===== src/hdl/tcse_pkg.sv =====
package tcse_pkg;

  // default screen geometry
  localparam int COLUMNS_DEF = 80;
  localparam int ROWS_DEF    = 25;

  // character codes
  localparam logic [7:0] CH_CR    = 8'd13;
  localparam logic [7:0] CH_LF    = 8'd10;
  localparam logic [7:0] CH_BS    = 8'd8;
  localparam logic [7:0] CH_SPACE = 8'd32;

  // register defaults and cell value after reset
  localparam logic [7:0]  ATTR_RESET = 8'h07;
  localparam logic [15:0] INIT_CELL  = {ATTR_RESET, CH_SPACE};

  // configuration port
  localparam int CFG_IDX_W  = 1;
  localparam int CFG_DATA_W = 8;

  typedef enum logic [CFG_IDX_W-1:0] {
    REG_DISPLAY = 1'b0,
    REG_ATTR    = 1'b1
  } cfg_reg_t;

  typedef enum logic [1:0] {
    KIND_CHAR      = 2'd0,
    KIND_BACKSPACE = 2'd1,
    KIND_CLEAR     = 2'd2,
    KIND_READ      = 2'd3
  } kind_t;

  typedef enum logic [2:0] {
    S_INIT,
    S_IDLE,
    S_SWEEP,
    S_READ,
    S_EMIT
  } seq_state_t;

  // command beat
  typedef struct packed {
    logic [1:0]  kind;
    logic [7:0]  char_code;
    logic [10:0] cell_index;
  } cmd_t;

  // result beat
  typedef struct packed {
    logic [7:0]  serial_byte;
    logic        serial_valid;
    logic [10:0] cursor_index;
    logic [15:0] read_cell;
    logic        last;
  } res_t;

endpackage


===== src/hdl/tcse_out_fifo.sv =====
module tcse_out_fifo
  import tcse_pkg::*;
  (input  logic clk,
   input  logic rst,
   input  logic push,
   input  res_t push_data,
   output logic full,
   output logic res_valid,
   input  logic res_stall,
   output res_t res);

  logic       wr_ptr;
  logic       rd_ptr;
  logic [1:0] count;
  res_t       entry [2];
  logic       pop;

  assign pop       = res_valid && !res_stall;
  assign full      = (count == 2'd2);
  assign res_valid = (count != 2'd0);
  assign res       = entry[rd_ptr];

  // two-entry queue between the sequencer and the result channel
  always_ff @(posedge clk) begin
    if (rst) begin
      wr_ptr <= 1'b0;
      rd_ptr <= 1'b0;
      count  <= 2'd0;
    end else begin
      if (push) begin
        wr_ptr <= !wr_ptr;
      end
      if (pop) begin
        rd_ptr <= !rd_ptr;
      end
      case ({push, pop})
        2'b10:   count <= count + 2'd1;
        2'b01:   count <= count - 2'd1;
        default: count <= count;
      endcase
    end
  end

  // payload
  always_ff @(posedge clk) begin
    if (push) begin
      entry[wr_ptr] <= push_data;
    end
  end

endmodule


===== config.mk =====
export PLATFORM = sky130hd
export DESIGN_NAME = tcse_out_fifo
export DESIGN_NICKNAME = d
export VERILOG_FILES = /design/src/hdl/tcse_pkg.sv /design/src/hdl/tcse_out_fifo.sv
export SDC_FILE = /design/constraint.sdc
export NUM_CORES = 1
export LEC_CHECK = 0
export ABC_CLOCK_PERIOD_IN_PS = 5300
export BUFFER_PORTS_ARGS = -buffer_cell sky130_fd_sc_hd__buf_2
export CAP_MARGIN = 20
export CORE_MARGIN = 1
export CORE_UTILIZATION = 45
export CTS_CLUSTER_DIAMETER = 30
export DETAILED_ROUTE_END_ITERATION = 16
export GPL_TIMING_DRIVEN = 0
export PLACE_DENSITY_LB_ADDON = 0.15
export SLEW_MARGIN = 40
export SYNTH_ARGS = -nofsm -noshare
export SYNTH_HDL_FRONTEND = slang
export SYNTH_SLANG_ARGS = --single-unit
export TNS_END_PERCENT = 50

===== constraint.sdc =====
create_clock -name clk -period 5.3 [get_ports clk]
set_input_delay 0.53 -clock clk [delete_from_list [all_inputs] [get_ports clk]]
set_output_delay 0.53 -clock clk [all_outputs]
set_load 0.01 [all_outputs]

## Word-level counts from Yosys, hierarchy flattened

Memories as Yosys holds them, arrays and structs flattened. A register that Yosys moved wholly into a read port is not among the register bits.
Cells that the tools add are included.

| cells by class | value |
|---|---|
| add/sub/neg operators | 2 |
| equal/unequal tests | 3 |
| mux-type cells | 5 |
| reduce and logical (&&, ||, !) cells | 6 |

Operator list:

| operator | number |
|---|---|
| $eq 2x2->1 const B | 2 |
| $mux 1 | 4 |
| $pmux 2 s2 | 1 |
| $reduce_bool 2->1 | 2 |
| $logic_not 1->1 | 3 |
| $add 2x1->2 const B | 1 |
| $eq 2x1->1 const B | 1 |
| $sub 2x1->2 const B | 1 |
| $logic_and 1x1->1 | 1 |

| storage, ports and cells | value |
|---|---|
| flip-flop bits (word level) | 4 |
| RAM bits | 74 |
| input port bits | 41 |
| output and inout bits | 39 |
| memories kept | 1 |

Memory list:

| name | words | width | read ports | clocked after Yosys merged registers in | wr ports | line | source |
|---|---|---|---|---|---|---|---|
| entry | 2 | 37 | 1 | 1 | 1 | tcse_out_fifo.sv:15 | `res_t entry [2];` |

## Longest topological paths before layout

| depth | value |
|---|---|
| depth in word-level cells | 4 |
| depth in mapped cells | 6 |
| gate-level depth less buffers | 6 |

## Worst setup path after synthesis

Ideal clock, no wire load.

| timing | value |
|---|---|
| kind | input to register |
| start point | input port push |
| end point | memory entry[0][0] in the netlist's numbering (enable) |
| library setup time | 0.432 ns |
| arrival time | 2.144 ns |
| required time | 4.868 ns |
| path slack | 2.724 ns |
| cell stages on the path | 2 |
| buffers on the path | 0 |
| cell sequence | inv_1 > nor2_1 |

| between the ends | value |
|---|---|
| word-level cells in the longest chain between the ends | 2 |

RTL lines:

| item | line | source |
|---|---|---|
| start: declaration | tcse_out_fifo.sv:5 | `input logic push,` |
| $mux 1 | tcse_out_fifo.sv:46 | `if (push) begin` |
| $mux 1 (not written as such) | tcse_out_fifo.sv:47 | `entry[wr_ptr] <= push_data;` |
| end: declaration | tcse_out_fifo.sv:15 |  |

No other way between the ends.

==> results.md <==
* TritonCTS Buffers at 9
* Placed Area at 3430 sq um
* CTS clk-pin slew, worst paths at 0.08 ns
* Io pins at 80
* Vias in the first global route at 1550
* Flop2flop setup slack at 3.80 ns
* Design Area, Final at 3610 sq um
* YS warnings at 0
* Cells after Synth at 140
* DIE WIDTH at 82.1 um
* Max_cap viols at 0
* Switching share of total power at 25.2%
* Leak at 0.00137 uW
* Tightest Pin Transition at 0.528 ns
* Syn Std Cell Area at 2880 sq um
* Antenna violations before repair at 0
* Startpoint types: flop
* CP max FO at 10
* Setup TNS Final at 0 ns
* Commonest cells post-synth: edfxtp_1, mux2_2, dfxtp_1, nor2_1
* Initial core utilization at 47.6%
* Post-CTS Hold Fix Bufs at 0
* Switching pwr at 371 uW
* Layout area overhead at 25.3%
* Global placement routability congestion at 0.753
* Tmin final at 2.16 ns
* First drt pass iteration count at 4
* Setup violations, final at 0
* Clk buf depth at 2
* CTS tree: yes
* Logic pwr share at 20.9%
* CTS root buffer: clkbuf_8
* Clock share of power at 28.3%
* H-tree levels at 3
* Detailed router's first-iteration violation count at 45
* Vias post-DR at 1512
* Clk_lat worst skew at 0.34 ns
* Setup bufs post-CTS at 0
* Sink Count at 79
* WP data arrival at 1.63 ns
* Pin count of the biggest net entering global routing at 38
* Relative slew slack at 64.8%
* Main flop type after synthesis: edfxtp_1
* Reg2reg path depth at 5
* Synth top area cells: edfxtp_1, mux2_2, dfxtp_1
* WL/cell at 15.0 um
* Number of synthesized flops with an enable pin at 74
* Antenna viol nets, final at 0
* DRT Wirelength at 4.70 mm
* Die Y-Extent at 82.1 um
* Layout cells sized above 1 at 58.2%
* Diodes inserted at 0
* Placed wire-length estimate at 3.14 mm
* Flops & latches, synth at 79
* Pint at 1100 uW
* Resize count post-CTS at 0
* Worst-case vdd ir drop at 0.000249 V
* Syn avg cell area at 20.6 sq um
* First-pass GRT wire length at 7.15 mm
* Worst Hold Depth at 1
* Maximum clock frequency at 463 MHz
* Core Region at 6060 sq um
* Clock Skew at 0.0116 ns
* Die area at 6730 sq um
* Final net count at 274
* Syn_nets at 182
* Util after Layout at 59.6%
* Hold Crit Class: input port to flop
* Seq pwr share at 50.7%
* WS Path Type: flop to primary output
* Cell row count at 28
* Unrepaired setup endpoints after global routing: false
* Status: finished clean
* Gr usage total at 15.1%
* DRC at 0
* Final worst path period share at 40.8%
* Max Slew Vio Count at 0
* Post-synthesis sequential area ratio at 80.5%
* Worst Setup End Kind: primary output
* PD cells at 408 nW/um^2
* Area leader, netlist: edfxtp_1
* Final-report hold violation count at 0
* Synth cell types at 15
* Post-synth top area share at 77.0%
* Grt total ovfl at 0
* Data required, critical path at 4.77 ns
* Number of port buffers at 79
* Async set or reset register ratio after synthesis at 0%
* Cell with the most instances after synthesis: edfxtp_1
* DR vias/cell at 4.85
power by group through the flow:
stage	combinational (uW)	sequential, uW	clock [uW]
2_1_floorplan	200	759	0
3_3_place_gp	302	762	0
3_5_place_dp	315	763	0
4_1_cts	316	749	430
5_1_grt	340	753	451
6_report	309	749	418
worst max-delay path, stage by stage (launching register included):
cell     delay, ns
dfxtp_1       0.31
buf_2         0.24
buf_4         0.25
mux2_2        0.36
buf_2         0.14
through the flow:
stage	power [uW]	hold WS [ns]	std cells	setup WS (ns)
2_1_floorplan	959	0.461	140	2.72
3_3_place_gp	1060	0.489	294	1.72
3_5_place_dp	1080	0.501	296	3.49
4_1_cts	1500	0.360	312	3.10
5_1_grt	1540	0.359	312	3.03
6_report	1480	0.373	312	3.14
cells by family (layout without fill, tap and decap cells):
| logic type | Yosys count | in the layout | synth area share, % |
|---|---|---|---|
| flip-flops | 79 | 79 | 80.5 |
| multiplexers | 37 | 37 | 14.4 |
| AND/OR/NAND/NOR | 9 | 9 | 1.61 |
| buffers and inverters | 6 | 103 | 1.21 |
| AO/OA/AOI/OAI | 5 | 5 | 0.868 |
| XOR/XNOR | 3 | 3 | 0.911 |
| adder cells (fa/ha/maj) | 1 | 1 | 0.434 |
per-layer routing:
metal	global-route usage, %	routed length, um	up-vias
met4	9.47	109	0
met1	16.8	1860	724
met2	25.0	2430	51
met5	0	0	-
li1	-	-	728
met3	4.78	298	9
worst paths after layout:
kind	start	endpoint
max reg2reg	count[0]	count[1]
min reg2reg	rd_ptr	flop
max	flop	res[8]
min	push_data[28]	entry[0][28]
placed cells by master (no fill, tap or decap):
| master | instances |
|---|---|
| clkbuf_8 | 9 |
| buf_16 | 1 |
| a21oi_1 | 3 |
| nor2_4 | 1 |
| clkbuf_1 | 1 |
| clkinv_1 | 2 |
| xnor2_1 | 2 |
| bufinv_16 | 1 |
| inv_1 | 2 |
| and2_4 | 1 |
| buf_4 | 3 |
| buf_2 | 80 |
| buf_8 | 1 |
| clkinv_4 | 1 |
| nor2_1 | 4 |
| xor2_1 | 1 |
| o21ai_0 | 2 |
| dfxtp_1 | 5 |
| and2b_2 | 1 |
| or3_1 | 2 |
| clkinvlp_4 | 2 |
| mux2_2 | 37 |
| edfxtp_1 | 74 |
| ha_1 | 1 |
sequential cells by signal, summed over array words and instances, names as in the netlist, named ones only:
signal  flops
entry      74
wr_ptr      1
rd_ptr      1
count       2
final cells by class:
type | count | area (sq um)
Tap cell | 75 | 93.8
Sequential cell | 79 | 2320
Fill cell | 490 | 2450
Multi-Input combinational cell | 55 | 537
Timing Repair Buffer | 81 | 438
Clock inverter | 6 | 61.3
Clock buffer | 10 | 128
Buffer | 4 | 27.5
Inverter | 2 | 7.51
Power figures use the tool's default switching activity.
