## config.mk

```make
export PLATFORM = sky130hd
export DESIGN_NAME = tcse_seq
export DESIGN_NICKNAME = d
export VERILOG_FILES = /design/src/hdl/tcse_pkg.sv /design/src/hdl/tcse_seq.sv
export SDC_FILE = /design/constraint.sdc
export NUM_CORES = 1
export LEC_CHECK = 0
export BUFFER_PORTS_ARGS = -buffer_cell sky130_fd_sc_hd__buf_2
export CAP_MARGIN = 20
export CORE_ASPECT_RATIO = 1.4
export CORE_MARGIN = 2
export CORE_UTILIZATION = 40
export DETAILED_ROUTE_END_ITERATION = 7
export GPL_ROUTABILITY_DRIVEN = 0
export PLACE_DENSITY_LB_ADDON = 0.2
export SETUP_SLACK_MARGIN = 0.05
export SLEW_MARGIN = 0
export SYNTH_ARGS = -nofsm -noshare
export SYNTH_HDL_FRONTEND = slang
export SYNTH_SLANG_ARGS = --single-unit
```

## constraint.sdc

```tcl
create_clock -name clk -period 8 [get_ports clk]
set_input_delay 0 -clock clk [delete_from_list [all_inputs] [get_ports clk]]
set_output_delay 0 -clock clk [all_outputs]
set_load 0.01 [all_outputs]
```

## src/hdl/tcse_pkg.sv

```systemverilog
package tcse_pkg;

  // default screen geometry
  localparam int COLUMNS_DEF = 80;
  localparam int ROWS_DEF    = 25;

  // character codes
  localparam logic [7:0] CH_CR    = 8'd13;
  localparam logic [7:0] CH_LF    = 8'd10;
  localparam logic [7:0] CH_BS    = 8'd8;
  localparam logic [7:0] CH_SPACE = 8'd32;

  // register defaults and cell value after reset
  localparam logic [7:0]  ATTR_RESET = 8'h07;
  localparam logic [15:0] INIT_CELL  = {ATTR_RESET, CH_SPACE};

  // configuration port
  localparam int CFG_IDX_W  = 1;
  localparam int CFG_DATA_W = 8;

  typedef enum logic [CFG_IDX_W-1:0] {
    REG_DISPLAY = 1'b0,
    REG_ATTR    = 1'b1
  } cfg_reg_t;

  typedef enum logic [1:0] {
    KIND_CHAR      = 2'd0,
    KIND_BACKSPACE = 2'd1,
    KIND_CLEAR     = 2'd2,
    KIND_READ      = 2'd3
  } kind_t;

  typedef enum logic [2:0] {
    S_INIT,
    S_IDLE,
    S_SWEEP,
    S_READ,
    S_EMIT
  } seq_state_t;

  // command beat
  typedef struct packed {
    logic [1:0]  kind;
    logic [7:0]  char_code;
    logic [10:0] cell_index;
  } cmd_t;

  // result beat
  typedef struct packed {
    logic [7:0]  serial_byte;
    logic        serial_valid;
    logic [10:0] cursor_index;
    logic [15:0] read_cell;
    logic        last;
  } res_t;

endpackage

```

## src/hdl/tcse_seq.sv

```systemverilog
module tcse_seq
  import tcse_pkg::*;
  #(parameter int COLUMNS = COLUMNS_DEF,
    parameter int ROWS    = ROWS_DEF,
    localparam int CELLS  = COLUMNS * ROWS,
    localparam int AW     = $clog2(CELLS))
  (input  logic                  clk,
   input  logic                  rst,
   input  logic                  cmd_valid,
   output logic                  cmd_stall,
   input  cmd_t                  cmd,
   input  logic                  cfg_write,
   input  logic [CFG_IDX_W-1:0]  cfg_index,
   input  logic [CFG_DATA_W-1:0] cfg_data,
   output logic                  ram_we,
   output logic [AW-1:0]         ram_waddr,
   output logic [15:0]           ram_wdata,
   output logic                  ram_re,
   output logic [AW-1:0]         ram_raddr,
   input  logic [15:0]           ram_rdata,
   output logic                  push,
   output res_t                  push_data,
   input  logic                  full);

  localparam int CW       = $clog2(COLUMNS);
  localparam int RW       = $clog2(ROWS);
  localparam int LIN_W    = (AW > 11) ? AW : 11;
  localparam int COPY_END = CELLS - COLUMNS;

  seq_state_t       state, state_next;
  logic [AW-1:0]    ptr, ptr_next;
  logic [RW-1:0]    row, row_next;
  logic [CW-1:0]    col, col_next;
  logic             copy_mode, copy_mode_next;
  logic [15:0]      fill_word, fill_word_next;
  logic [3:0][7:0]  res_bytes, res_bytes_next;
  logic [1:0]       res_n, res_n_next;
  logic [1:0]       res_k, res_k_next;
  logic             res_echo, res_echo_next;
  logic [15:0]      res_cell, res_cell_next;
  logic             display_enabled;
  logic [7:0]       cell_attribute;

  logic [LIN_W-1:0] lin;
  logic [LIN_W-1:0] idx_wide;
  logic [31:0]      copy_src;
  logic             accept;
  logic             wrap;
  logic             res_last;

  assign cmd_stall = (state != S_IDLE);
  assign accept    = cmd_valid && !cmd_stall;

  // linear cursor position
  assign lin      = LIN_W'(row) * LIN_W'(COLUMNS) + LIN_W'(col);
  assign idx_wide = LIN_W'(cmd.cell_index);
  assign copy_src = 32'(ptr) + 32'(COLUMNS) + 32'd1;
  assign res_last = (res_k == res_n);

  // result beat built from the held echo bytes and the final cursor
  always_comb begin
    push_data.serial_byte  = res_echo ? res_bytes[res_k] : 8'd0;
    push_data.serial_valid = res_echo;
    push_data.cursor_index = lin[10:0];
    push_data.read_cell    = res_cell;
    push_data.last         = res_last;
  end

  // next state, cursor moves and memory access
  always_comb begin
    state_next     = state;
    ptr_next       = ptr;
    row_next       = row;
    col_next       = col;
    copy_mode_next = copy_mode;
    fill_word_next = fill_word;
    res_bytes_next = res_bytes;
    res_n_next     = res_n;
    res_k_next     = res_k;
    res_echo_next  = res_echo;
    res_cell_next  = res_cell;
    ram_we         = 1'b0;
    ram_waddr      = lin[AW-1:0];
    ram_wdata      = {cell_attribute, cmd.char_code};
    ram_re         = 1'b0;
    ram_raddr      = idx_wide[AW-1:0];
    push           = 1'b0;
    wrap           = 1'b0;
    case (state)
      S_INIT: begin
        ram_we    = 1'b1;
        ram_waddr = ptr;
        ram_wdata = INIT_CELL;
        ptr_next  = ptr + AW'(1);
        if (ptr == AW'(CELLS - 1)) begin
          state_next = S_IDLE;
        end
      end
      S_IDLE: begin
        if (accept) begin
          state_next     = S_EMIT;
          res_k_next     = 2'd0;
          res_n_next     = 2'd0;
          res_echo_next  = 1'b1;
          res_cell_next  = 16'd0;
          res_bytes_next = '0;
          case (cmd.kind)
            KIND_CHAR: begin
              if (cmd.char_code == CH_CR) begin
                col_next          = '0;
                res_bytes_next[0] = CH_CR;
              end else if (cmd.char_code == CH_LF) begin
                col_next          = '0;
                wrap              = 1'b1;
                res_bytes_next[0] = CH_CR;
                res_bytes_next[1] = CH_LF;
                res_n_next        = 2'd1;
              end else begin
                ram_we            = display_enabled;
                res_bytes_next[0] = cmd.char_code;
                if (col == CW'(COLUMNS - 1)) begin
                  col_next = '0;
                  wrap     = 1'b1;
                end else begin
                  col_next = col + CW'(1);
                end
              end
              // row advance, scroll at the bottom while the display is on
              if (wrap) begin
                if (row == RW'(ROWS - 1)) begin
                  if (display_enabled) begin
                    state_next     = S_SWEEP;
                    copy_mode_next = 1'b1;
                    fill_word_next = {cell_attribute, CH_SPACE};
                    ptr_next       = '0;
                    ram_re         = 1'b1;
                    ram_raddr      = AW'(COLUMNS);
                  end
                end else begin
                  row_next = row + RW'(1);
                end
              end
            end
            KIND_BACKSPACE: begin
              if (row == '0 && col == '0) begin
                res_echo_next = 1'b0;
              end else begin
                if (col == '0) begin
                  row_next = row - RW'(1);
                  col_next = CW'(COLUMNS - 1);
                end else begin
                  col_next = col - CW'(1);
                end
                // previous cell is always one linear step back
                ram_we            = display_enabled;
                ram_waddr         = lin[AW-1:0] - AW'(1);
                ram_wdata         = {cell_attribute, CH_SPACE};
                res_bytes_next[0] = CH_BS;
                res_bytes_next[1] = CH_SPACE;
                res_bytes_next[2] = CH_BS;
                res_n_next        = 2'd2;
              end
            end
            KIND_CLEAR: begin
              res_echo_next = 1'b0;
              row_next      = '0;
              col_next      = '0;
              if (display_enabled) begin
                state_next     = S_SWEEP;
                copy_mode_next = 1'b0;
                fill_word_next = {cell_attribute, CH_SPACE};
                ptr_next       = '0;
              end
            end
            default: begin
              res_echo_next = 1'b0;
              if (32'(cmd.cell_index) < 32'(CELLS)) begin
                ram_re     = 1'b1;
                state_next = S_READ;
              end
            end
          endcase
        end
      end
      S_SWEEP: begin
        // scroll copies each row up from the one below and fills the last; clear fills all; read runs one ahead
        ram_we    = 1'b1;
        ram_waddr = ptr;
        ram_wdata = (copy_mode && (32'(ptr) < 32'(COPY_END))) ? ram_rdata : fill_word;
        ram_re    = copy_mode && (copy_src < 32'(CELLS));
        ram_raddr = copy_src[AW-1:0];
        ptr_next  = ptr + AW'(1);
        if (ptr == AW'(CELLS - 1)) begin
          state_next = S_EMIT;
        end
      end
      S_READ: begin
        res_cell_next = ram_rdata;
        state_next    = S_EMIT;
      end
      S_EMIT: begin
        if (!full) begin
          push       = 1'b1;
          res_k_next = res_k + 2'd1;
          if (res_last) begin
            state_next = S_IDLE;
          end
        end
      end
      default: begin
        state_next = S_IDLE;
      end
    endcase
  end

  // control registers
  always_ff @(posedge clk) begin
    if (rst) begin
      state <= S_INIT;
      ptr   <= '0;
      row   <= '0;
      col   <= '0;
      res_k <= 2'd0;
      res_n <= 2'd0;
    end else begin
      state <= state_next;
      ptr   <= ptr_next;
      row   <= row_next;
      col   <= col_next;
      res_k <= res_k_next;
      res_n <= res_n_next;
    end
  end

  // held result payload and sweep fill word
  always_ff @(posedge clk) begin
    copy_mode <= copy_mode_next;
    fill_word <= fill_word_next;
    res_bytes <= res_bytes_next;
    res_echo  <= res_echo_next;
    res_cell  <= res_cell_next;
  end

  // configuration registers
  always_ff @(posedge clk) begin
    if (rst) begin
      display_enabled <= 1'b1;
      cell_attribute  <= ATTR_RESET;
    end else if (cfg_write) begin
      case (cfg_index)
        REG_DISPLAY: display_enabled <= cfg_data[0];
        REG_ATTR:    cell_attribute  <= cfg_data;
        default:     display_enabled <= display_enabled;
      endcase
    end
  end

endmodule

```

## After elaboration in Yosys (flattened, before gate mapping)

Index checks and enable logic that the tools add are counted.

- Register bits: 97
- Bits of input ports: 51
- Output and inout bits: 79
- Logic and storage cells: 179

- $add $sub $neg: 10
- Multiply operators: 1
- Order comparisons: 4
- Eq/ne operators: 28
- Multiplexer cells: 93
- Bitwise operators: 1
- Reduce and logical (&&, ||, !) cells: 27

Operator list:

| kind | number |
|---|---|
| $mux W11 | 12 |
| $pmux W16 S2 | 3 |
| $pmux W11 S2 | 4 |
| $mux W16 | 5 |
| $mux W8 | 8 |
| $pmux W16 S3 | 1 |
| $mux W7 | 5 |
| $mux W3 | 9 |
| $mux W1 | 24 |
| $lt A11 B11 Y1 const B | 2 |
| $ne A2 B2 Y1 const B | 11 |
| $pmux W7 S3 | 1 |
| $mux W20 | 1 |
| $mux W5 | 4 |
| $bmux W8 S2 | 1 |
| $eq A8 B4 Y1 const B | 2 |
| $pmux W3 S5 | 1 |
| $pmux W5 S3 | 1 |
| $reduce_and A5 Y1 | 3 |
| $reduce_and A7 Y1 | 2 |
| $add A12 B1 Y13 const B | 1 |
| $lt A13 B11 Y1 const B | 1 |
| $add A11 B7 Y12 const B | 1 |
| $pmux W1 S2 | 6 |
| other kinds (40) | 55 |

## Longest topological paths before layout

Gate-level depths: netlist of the first run.

- Depth in word-level cells: 11
- Mapped depth: 9

## Worst setup path before layout of the first run

Ideal clock, no wire load.

- Kind: register to register
- From: register col[0]
- To: register fill_word[10], enable pin
- Library setup time: 370 ps
- Data arrival time: 2193 ps
- Path slack: 5437 ps
- Stages on the path, launching flop included: 8
- Path buffers: 1
- Clock period less this slack: 2563 ps
- Cells stage by stage: dfxtp_1 ha_1 nand3_1 or4b_4 buf_6 a211oi_4 nor2_1 nor2_1

- Cells in the longest elaborated chain, start to end: 9

Ends and longest elaborated chain:

| element | RTL line | RTL |
|---|---|---|
| from (decl) | tcse_seq.sv:33 | `logic [CW-1:0] col, col_next;` |
| from (signal assigned) | tcse_seq.sv:229 | `col <= col_next;` |
| $eq A7 B7 Y1 | tcse_seq.sv:121 | `if (col == CW'(COLUMNS - 1)) begin` |
| $mux W1 | tcse_seq.sv:121 |  |
| $mux W1 | tcse_seq.sv:112 | `end else if (cmd.char_code == CH_LF) begin` |
| $mux W1 | tcse_seq.sv:109 | `if (cmd.char_code == CH_CR) begin` |
| $mux W1 | tcse_seq.sv:107 | `case (cmd.kind)` |
| $mux W1 | tcse_seq.sv:100 | `if (accept) begin` |
| $mux W1 | tcse_seq.sv:89 | `case (state)` |
| $ne A2 B1 Y1 (no line) | - |  |
| $reduce_and A5 Y1 (no line) | - |  |
| to (signal assigned) | tcse_seq.sv:238 | `fill_word <= fill_word_next;` |
| to (decl) | tcse_seq.sv:35 | `logic [15:0] fill_word, fill_word_next;` |

No other way between the ends. The select of a mux whose other input is x is not followed.
A chain may end at the register's enable or synchronous reset.

## Worst setup path after layout of the first run

- From: register col[0]
- To: output ram_waddr[1]

- Cells in the longest elaborated chain, start to end: 6
- Elaborated cells on any way between the ends: 8

Ends and longest elaborated chain:

| element | RTL line | RTL |
|---|---|---|
| $add A11 B7 Y11 or $logic_not A7 Y1 (tied branches) | tcse_seq.sv:55, tcse_seq.sv:145 |  |
| $sub A11 B1 Y11 or $logic_and A1 B1 Y1 (tied branches) | tcse_seq.sv:156, tcse_seq.sv:145 |  |
| $mux W11 | tcse_seq.sv:145 | `if (row == '0 && col == '0) begin` |
| $mux W11 | tcse_seq.sv:107 |  |
| $mux W11 | tcse_seq.sv:100 |  |
| $pmux W11 S2 (*) | tcse_seq.sv:89 |  |
| to (decl) | tcse_seq.sv:16 | `output logic [AW-1:0] ram_waddr,` |

Mark *: on every way between the ends. The rest lies on a longest branch, timed or not.

==> impl_metrics.yaml, run 1 <==
outcome:
  status: "finished, final reports clean"
critical_path:
  reg2reg_slack_ns: 4.92
  cp_max_fo: 8
  cpPeakStageDelay_ns: 0.56
  crit_type: "reg -> out"
  rr_startpoint: "col[3]"
  required_ns: 8.00
  startpoint: "col[0]"
  crit_chain: "inv_1 > ha_1 > or3b_2 > o41ai_4 > inv_2 > nand2_1 > nand2_1 > o221ai_1 > buf_2"
  startpoint_type: "flip-flop"
  critPathCaptureType: "output pin"
  crit_top_cell: "nand2_1"
  r2r_cells: 5
  reg2reg_to: "fill_word[12]"
  cp_slowest_cell: "o41ai_4"
  arrival_ns: 3.40
clock_tree:
  clk_path_buf_depth: 2
  ctsHoldBuffers: 24
  post_cts_buffers: 0
  cts_resized: 0
  htree_levels: 3
  clock-root-buffer: "clkbuf_16"
  clk_pin_slew_ns: 0.07
  numClockSinks: 76
  cts_tree: "yes"
  clk_latency_ns: 0.34
  cts_buffers: 9
routing:
  drc: 0
  wl_per_cell_um: 17.14
  drtAntennaViolNets: 0
  vias: 5234
  wl_um: 15940
  firstDrtPassIters: 5
  drt_iter0_drc: 311
  viasPerCell: 5.628
yosys:
  synth_top_cell_area_share: 0.2074
  yosysTopAreaCell: "edfxtp_1"
  synth_common_cells: "75 x nand2_1, 48 x nor2_1, 46 x a21oi_1"
  avgSynthCellArea_um2: 8.726
  synth_warnings: 0
  synth_area_um2: 5358
  synthCells: 614
  synth_area_leaders: "edfxtp_1 21%, dfxtp_1 15%, nand2_1 5.3%, ha_1 4.4%, a21oi_1 4.3%"
  yosysSeqAreaShare: 0.3531
  synth-seq-cells: 76
  synth_edf_count: 37
  synthArstFlopShare: 0
  syn-num-nets: 687
  yosysUniqueCellTypes: 78
  yosys_most_used_dff: "dfxtp_1"
  yosysMostFrequentCell: "nand2_1"
timing:
  post-route-period-util: 0.4248
  skew_ns: 0.009545
  tightestPinTransition_ns: 0.8174
  setup_viol: 0
  whs_ns: 0.01132
  layout_min_cycle_time_ns: 3.398
  grt_setup_unrepaired: "false"
  finalHoldViolCount: 0
  finalSetupTns_ns: 0
  max_freq_mhz: 294.3
  maxSlewHeadroom: 0.4539
  setup_slack_ns: 4.602
  drv_slew: 0
global_routing:
  grt_first_pass_wirelength_um: 24800
  grt_overflow_total: 0
  antenna_found_initial: 0
  grt_max_degree: 34
  grt_pass1_vias: 4853
  grt_usage: 0.2182
hold_path:
  whs_path_depth: 2
  min_from: "cmd[16]"
  hold_path_class: "in -> reg"
  hold_end: "res_bytes[5]"
pwr:
  p_per_area_nw_per_um2: 213.3
  leakage_nw: 2.865
  vdd_drop_max_v: 0.0001146
floorplan:
  chipHeight_um: 140.9
  start_util: 0.4059
  row_count: 50
  io_pins: 130
  die_w_um: 101.8
  core-area_um2: 13200
  dieArea_um2: 14350
final_layout:
  utilization: 0.4978
  finalInstanceArea_um2: 6571
  fin_nets: 816
  area_growth_pct: 22.65
  diodes: 0
  fillerInstances: 1279
  drive_gt1_frac: 0.2313
place:
  post-dp-hpwl_um: 11850
  dpl_worst_slack_ns: 4.980
  placement.io_buffers: 129
  post_dp_cell_area_um2: 6023
flow_run:
  maxCapViolCount: 0
## metrics by stage
step | std cells | power, mW
6_report | 930 | 1.401
5_1_grt | 930 | 1.475
4_1_cts | 928 | 1.403
3_5_place_dp | 888 | 0.9910
3_3_place_gp | 888 | 0.9806
2_1_floorplan | 614 | 0.8224
## worst max-delay path, delay by kind of cell, from the launching register on
family                     cells  cell delay (ns)
AOI/OAI and AO/OA              2             0.91
buffers and inverters          3             0.49
and+or+nand+nor                3             1.01
DFF                            1             0.37
adders and majority gates      1             0.28
## worst max path at each step
stage                     to  slack (ns)
2_1_floorplan  fill_word[10]        5.44
3_3_place_gp   fill_word[12]        5.07
3_5_place_dp   fill_word[12]        4.98
4_1_cts         ram_waddr[8]        4.63
5_1_grt         ram_waddr[8]        4.43
6_report        ram_waddr[1]        4.60
## layout make-up
cell class                      instances  area [um2]  share of cell area
Clock inverter                          7       65.06            0.009901
Timing Repair Buffer                  157       918.4              0.1398
Tap cell                              182       227.7             0.03465
Clock buffer                            9       225.2             0.03427
Multi-Input combinational cell        482        3179              0.4838
Sequential cell                        76        1892              0.2879
Inverter                               17       63.81            0.009711
## flip-flops by register name (all words and copies together), names as in the netlist
name             count
col                  7
res_bytes           11
ptr                 11
fill_word            8
state                3
res_k                2
res_cell            16
display_enabled      1
row                  5
res_echo             1
copy_mode            1
cell_attribute       8
res_n                2
## cells in the final DEF, fill, tap and decap left out, drive strengths merged, types with 3 or more instances in the layout
| master | synthesis | final |
|---|---|---|
| fa | 3 | 3 |
| and2 | 15 | 15 |
| clkbuf | 28 | 9 |
| nor2b | 6 | 6 |
| a21oi | 47 | 47 |
| ha | 19 | 19 |
| a211oi | 7 | 7 |
| nor4 | 6 | 6 |
| nand2 | 75 | 75 |
| a31oi | 4 | 4 |
| a22o | 9 | 9 |
| nor3 | 12 | 12 |
| dlygate4sd3 | 0 | 25 |
| xor2 | 12 | 12 |
| o211ai | 6 | 6 |
| nor3b | 5 | 5 |
| o21a | 3 | 3 |
| inv | 17 | 21 |
| and3 | 22 | 22 |
| edfxtp | 37 | 37 |
| nand3b | 7 | 7 |
| a21o | 7 | 7 |
| o21ai | 41 | 41 |
| dfxtp | 39 | 39 |
| mux2i | 15 | 15 |
| a211o | 7 | 7 |
| o31ai | 5 | 5 |
| or4 | 3 | 3 |
| or4b | 3 | 3 |
| or3 | 13 | 13 |
| nor2 | 48 | 48 |
| nand3 | 15 | 15 |
| buf | 11 | 132 |
| xnor2 | 15 | 15 |
| nand4 | 5 | 5 |
| o22ai | 6 | 6 |
| nand2b | 6 | 6 |
| o221ai | 3 | 3 |
## metal layers
layer	vias to the layer above	wire, um	share of wire	track usage
met5	-	0	0	0
met3	33	919	0.058	0.03371
li1	2518	-	-	-
met4	0	423	0.027	0.08211
met2	194	7913	0.50	0.3729
met1	2489	6680	0.42	0.2740
## cells by family after synthesis
logic type / synth area share
AO/OA/AOI/OAI: 0.2158
XOR/XNOR: 0.04834
adder cells (fa/ha/maj): 0.05558
buffers and inverters: 0.05348
flip-flops: 0.3531
multiplexers: 0.03013
AND/OR/NAND/NOR: 0.2436
## report_power, final
part	internal, mW	leakage, nW	total [mW]	switching (mW)
registers	0.447	0.664	0.499	0.0517
logic	0.186	2.06	0.503	0.317
clock network	0.218	0.140	0.400	0.182
Power figures use the tool's default switching activity.
==> run 2: changes to the inputs <==
==> constraint.sdc (replaced) <==
create_clock -name clk -period 3.1 [get_ports clk]
set_input_delay 0 -clock clk [delete_from_list [all_inputs] [get_ports clk]]
set_output_delay 0 -clock clk [all_outputs]
set_load 0.01 [all_outputs]
==> run 2 against run 1 <==
Compared with the run above:
- highest routed layer unchanged
- utilization grew 1.1 points
- critical path depth shrank 2
- first-iteration DRC count up 18%
==> impl_metrics.yaml, run 2 (same netlist as run 1, synthesis figures left out) <==
outcome:
  status: "finished, final reports clean"
critical_path:
  cp_max_fo: 9
  critPathCaptureType: "output pin"
  arrival_ns: 2.98
  r2r_cells: 7
  required_ns: 3.10
  crit_type: "reg -> out"
  startpoint_type: "flip-flop"
floorplan:
  dieArea_um2: 14350
  io_pins: 130
  die_w_um: 101.8
  core-area_um2: 13200
  chipHeight_um: 140.9
  row_count: 50
  start_util: 0.4059
clock_tree:
  clock-root-buffer: "clkbuf_16"
  numClockSinks: 76
  clk_latency_ns: 0.34
  cts_tree: "yes"
  clk_pin_slew_ns: 0.07
  clk_path_buf_depth: 2
  htree_levels: 3
  post_cts_buffers: 0
  cts_buffers: 9
place:
  post_dp_cell_area_um2: 6136
  post-dp-hpwl_um: 12080
  dpl_worst_slack_ns: 0.3189
  placement.io_buffers: 129
final_layout:
  fin_nets: 828
  final_cell_mix: "129 x buf_2, 74 x nand2_1, 47 x nor2_1"
  diodes: 0
  reg.largest.list: "res_cell (16), ptr (11), res_bytes (11)"
  largest_reg_flops: 16
  seq_area_um2: 1899
  multiInputGateArea_um2: 3233
  area_growth_pct: 25.43
  finalInstanceArea_um2: 6720
  fillerInstances: 1264
  layout_commonest_cell: "buf_2"
  drive_gt1_frac: 0.2684
  regMostFlops: "res_cell"
routing:
  drt_iter0_drc: 368
  viasPerCell: 5.603
  wl_per_cell_um: 17.28
  drc: 0
  vias: 5278
  drtAntennaViolNets: 0
  wl_um: 16280
  firstDrtPassIters: 5
global_routing:
  grt_max_degree: 34
  antenna_found_initial: 0
  grt_pass1_vias: 5157
  grt_overflow_total: 0
  grt_usage: 0.2258
  grt_first_pass_wirelength_um: 25700
timing:
  tightestPinTransition_ns: 0.6826
  post-route-period-util: 0.9606
  drv_slew: 0
  finalSetupTns_ns: 0
  maxSlewHeadroom: 0.5411
  finalHoldViolCount: 0
  layout_min_cycle_time_ns: 2.978
  setup_slack_ns: 0.1222
  max_freq_mhz: 335.8
  skew_ns: 0.009019
  grt_setup_unrepaired: "true"
  setup_viol: 0
pwr:
  finalPower_mw: 3.685
  vdd_drop_max_v: 0.0003113
  leakage_nw: 2.946
  p_per_area_nw_per_um2: 548.3
hold_path:
  hold_path_class: "in -> reg"
  whs_path_depth: 2
flow_run:
  maxCapViolCount: 0
-- run 2: worst paths after layout --
check | end | from | slack, ns
hold / removal | res_cell[9] | ram_rdata[9] | 0.008
setup reg to reg | ptr[6] | col[0] | 0.35
setup / recovery | ram_raddr[1] | col[0] | 0.12
hold reg to reg | fill_word[12] | cell_attribute[4] | 0.47
-- run 2: per-layer routing --
metal / global-route usage / part of all wire / vias to the layer above
met3: 0.03718 / 0.062 / 24
met5: 0 / 0 / -
met4: 0.07228 / 0.020 / 0
met2: 0.4027 / 0.51 / 223
met1: 0.2726 / 0.41 / 2493
li1: - / - / 2538
-- run 2: report_power, final --
| part | leakage [nW] | internal, mW | switching, mW | total, mW |
|---|---|---|---|---|
| clock network | 0.140 | 0.562 | 0.472 | 1.03 |
| registers | 0.666 | 1.15 | 0.0860 | 1.24 |
| logic | 2.14 | 0.528 | 0.884 | 1.41 |
-- run 2: worst max-delay path, cell delays in order, from the launching register on --
cell,delay (ns)
dfxtp_2,0.40
ha_1,0.21
nand3_1,0.18
or4b_4,0.63
a2111o_1,0.53
a21o_2,0.34
a22o_1,0.21
buf_2,0.14
-- run 2: what timing repair did --
action,CTS,global route
pin swaps,0,0
setup endpoints to repair,8,26
hold endpoints to repair,24,0
resized for setup,5,14
hold buffers,23,0
gates cloned,0,0
-- run 2: area by class of cell --
type,instances,share of cell area
sequential,76,0.2826
timing repair buffer,169,0.1493
multi-input combinational,482,0.4811
clock inverter,7,0.01005
inverter,17,0.009495
clock buffer,9,0.03351
tap,182,0.03389
-- run 2: per-stage QoR --
step	cells	utilization	hold slack (ns)
after detailed placement	903	0.4648	0.2456
final	942	0.5091	0.008241
after CTS	942	0.5058	0.00005485
after floorplan	614	-	0.1179
after global routing	942	0.5091	0.007520
after global placement	903	0.4648	0.2424
==> run 3: changes to the inputs <==
--- a/config.mk
+++ b/config.mk
@@ -9,7 +9,7 @@
 export CAP_MARGIN = 20
 export CORE_ASPECT_RATIO = 1.4
 export CORE_MARGIN = 2
-export CORE_UTILIZATION = 40
+export CORE_UTILIZATION = 30
 export DETAILED_ROUTE_END_ITERATION = 7
 export GPL_ROUTABILITY_DRIVEN = 0
 export PLACE_DENSITY_LB_ADDON = 0.2
==> constraint.sdc (replaced) <==
create_clock -name clk -period 3.1 [get_ports clk]
set_input_delay 0.465 -clock clk [delete_from_list [all_inputs] [get_ports clk]]
set_output_delay 0.465 -clock clk [all_outputs]
set_load 0.01 [all_outputs]
==> run 3 against run 2 <==
Compared with the run above:
- the flow now finishes with violations (setup timing)
- flip-flop and latch count did not move
- combinational power rose by 9%
- utilization fell by 10 points
- sequential power barely moved
- non-clock buffer count rose by 12
- largest cell class unchanged
==> impl_metrics.yaml, run 3 (same netlist as run 1, synthesis figures left out) <==
outcome:
  status: "complete, but fails checks"
  violations: "setup timing"
final_layout:
  final_cells: 1009
  diodes: 0
  drive_gt1_frac: 0.3558
  largest_reg_flops: 16
  reg.largest.list: "res_cell (16), ptr (11), res_bytes (11)"
  fin_nets: 841
  area_growth_pct: 32.60
  layout_commonest_cell: "buf_2"
  finalInstanceArea_um2: 7104
  seq_area_um2: 1911
  regMostFlops: "res_cell"
  fillerInstances: 1800
  final_cell_mix: "127 x buf_2, 68 x nand2_1, 50 x buf_4"
  multiInputGateArea_um2: 3481
place:
  dp.cells: 985
  post-dp-hpwl_um: 13460
  dpl_worst_slack_ns: 0.01778
  post_dp_cell_area_um2: 6414
  placement.io_buffers: 129
timing:
  setup_viol: 2
  max_freq_mhz: 313.5
  setup_slack_ns: -0.09006
  grt_setup_unrepaired: "true"
  finalHoldViolCount: 0
  whs_ns: 0.3569
  maxSlewHeadroom: 0.5276
  post-route-period-util: 1.029
  skew_ns: 0.006055
  layout_min_cycle_time_ns: 3.190
  tightestPinTransition_ns: 0.7084
  drv_slew: 0
  finalSetupTns_ns: -0.09613
clock_tree:
  htree_levels: 3
  clk_path_buf_depth: 2
  clk_latency_ns: 0.34
  cts_buffers: 9
  numClockSinks: 76
  cts_tree: "yes"
  clk_pin_slew_ns: 0.07
  ctsHoldBuffers: 0
  clock-root-buffer: "clkbuf_16"
pwr:
  swShare: 0.3949
  vdd_drop_max_v: 0.0002543
  leakage_nw: 3.034
  p_comb_frac: 0.405
  clkPwrFrac: 0.272
  power.switching_mw: 1.501
  intPower_mw: 2.300
  p_per_area_nw_per_um2: 535.1
  seq_power_share: 0.324
critical_path:
  crit_type: "reg -> out"
  critPathCaptureType: "output pin"
  startpoint_type: "flip-flop"
  arrival_ns: 2.73
  required_ns: 2.63
  cp_max_fo: 4
floorplan:
  io_pins: 130
  die_w_um: 116.9
  core-area_um2: 17400
  start_util: 0.3079
  chipHeight_um: 162.1
  dieArea_um2: 18960
  row_count: 57
routing:
  viasPerCell: 5.285
  firstDrtPassIters: 5
  drtAntennaViolNets: 0
  wl_um: 17670
  drt_iter0_drc: 385
  wl_per_cell_um: 17.51
  vias: 5333
  drc: 0
global_routing:
  grt_max_degree: 34
  grt_overflow_total: 0
  grt_usage: 0.1869
  antenna_found_initial: 0
  grt_pass1_vias: 5154
  grt_first_pass_wirelength_um: 27440
flow_run:
  maxCapViolCount: 0
hold_path:
  hold_path_class: "in -> reg"
## run 3: cell types whose count changed in the layout (fill, tap and decap cells not counted), sizes merged
cell,before,now
buf,146,181
clkinv,2,3
inv,21,20
a21o,7,8
dlygate4sd3,23,0
## run 3: worst max-delay path: stages (launching register included)
cell and delay [ns]:
dfxtp_2 0.34, ha_4 0.24, ha_4 0.16, fa_2 0.60
nand3_1 0.14, o31ai_4 0.26, nor4b_4 0.24, mux2i_1 0.20
a21oi_1 0.07, buf_2 0.14
## run 3: power by group through the flow
stage          clock network (mW)  logic, mW  registers [mW]
2_1_floorplan                   0      0.891            1.23
3_5_place_dp                    0       1.45            1.24
6_report                     1.03       1.54            1.23
3_3_place_gp                    0       1.43            1.24
5_1_grt                      1.10       1.68            1.24
4_1_cts                      1.06       1.49            1.23
## run 3: final cells by class
cell class / count / area share
multi-input combinational: 483 / 0.4900
sequential: 76 / 0.2689
timing repair buffer: 181 / 0.1486
tap: 236 / 0.04156
clock buffer: 9 / 0.03170
inverter: 17 / 0.009687
clock inverter: 7 / 0.009510
## run 3: worst paths after layout
| kind | slack [ns] | cells after the start | start | end |
|---|---|---|---|---|
| min reg2reg | 0.47 | 0 | cell_attribute[5] | fill_word[13] |
| min | 0.36 | 3 | cfg_data[2] | cell_attribute[2] |
| max reg2reg | 0.41 | 8 | row[1] | ptr[6] |
| max | -0.09 | 9 | row[3] | ram_waddr[10] |
## run 3: stage by stage
step                utilization  power (mW)
CTS                      0.3991       3.776
finish                   0.4083       3.801
global placement         0.3686       2.675
detailed placement       0.3686       2.694
global route             0.4083       4.027
floorplan                     -       2.122
## run 3: repair_timing
action | CTS | global route
pin swaps | 14 | 16
endpoints found under the setup margin | 23 | 22
gates resized for setup | 42 | 36
cloned | 1 | 0
buffers inserted | 5 | 2
## run 3: metal layers
layer | part of all wire | routed length (um) | global-route usage | up-vias
met3 | 0.048 | 856 | 0.02313 | 13
met4 | 0.013 | 229 | 0.05615 | 0
met5 | 0 | 0 | 0 | -
li1 | - | - | - | 2574
met2 | 0.51 | 9071 | 0.3279 | 165
met1 | 0.42 | 7508 | 0.2368 | 2581
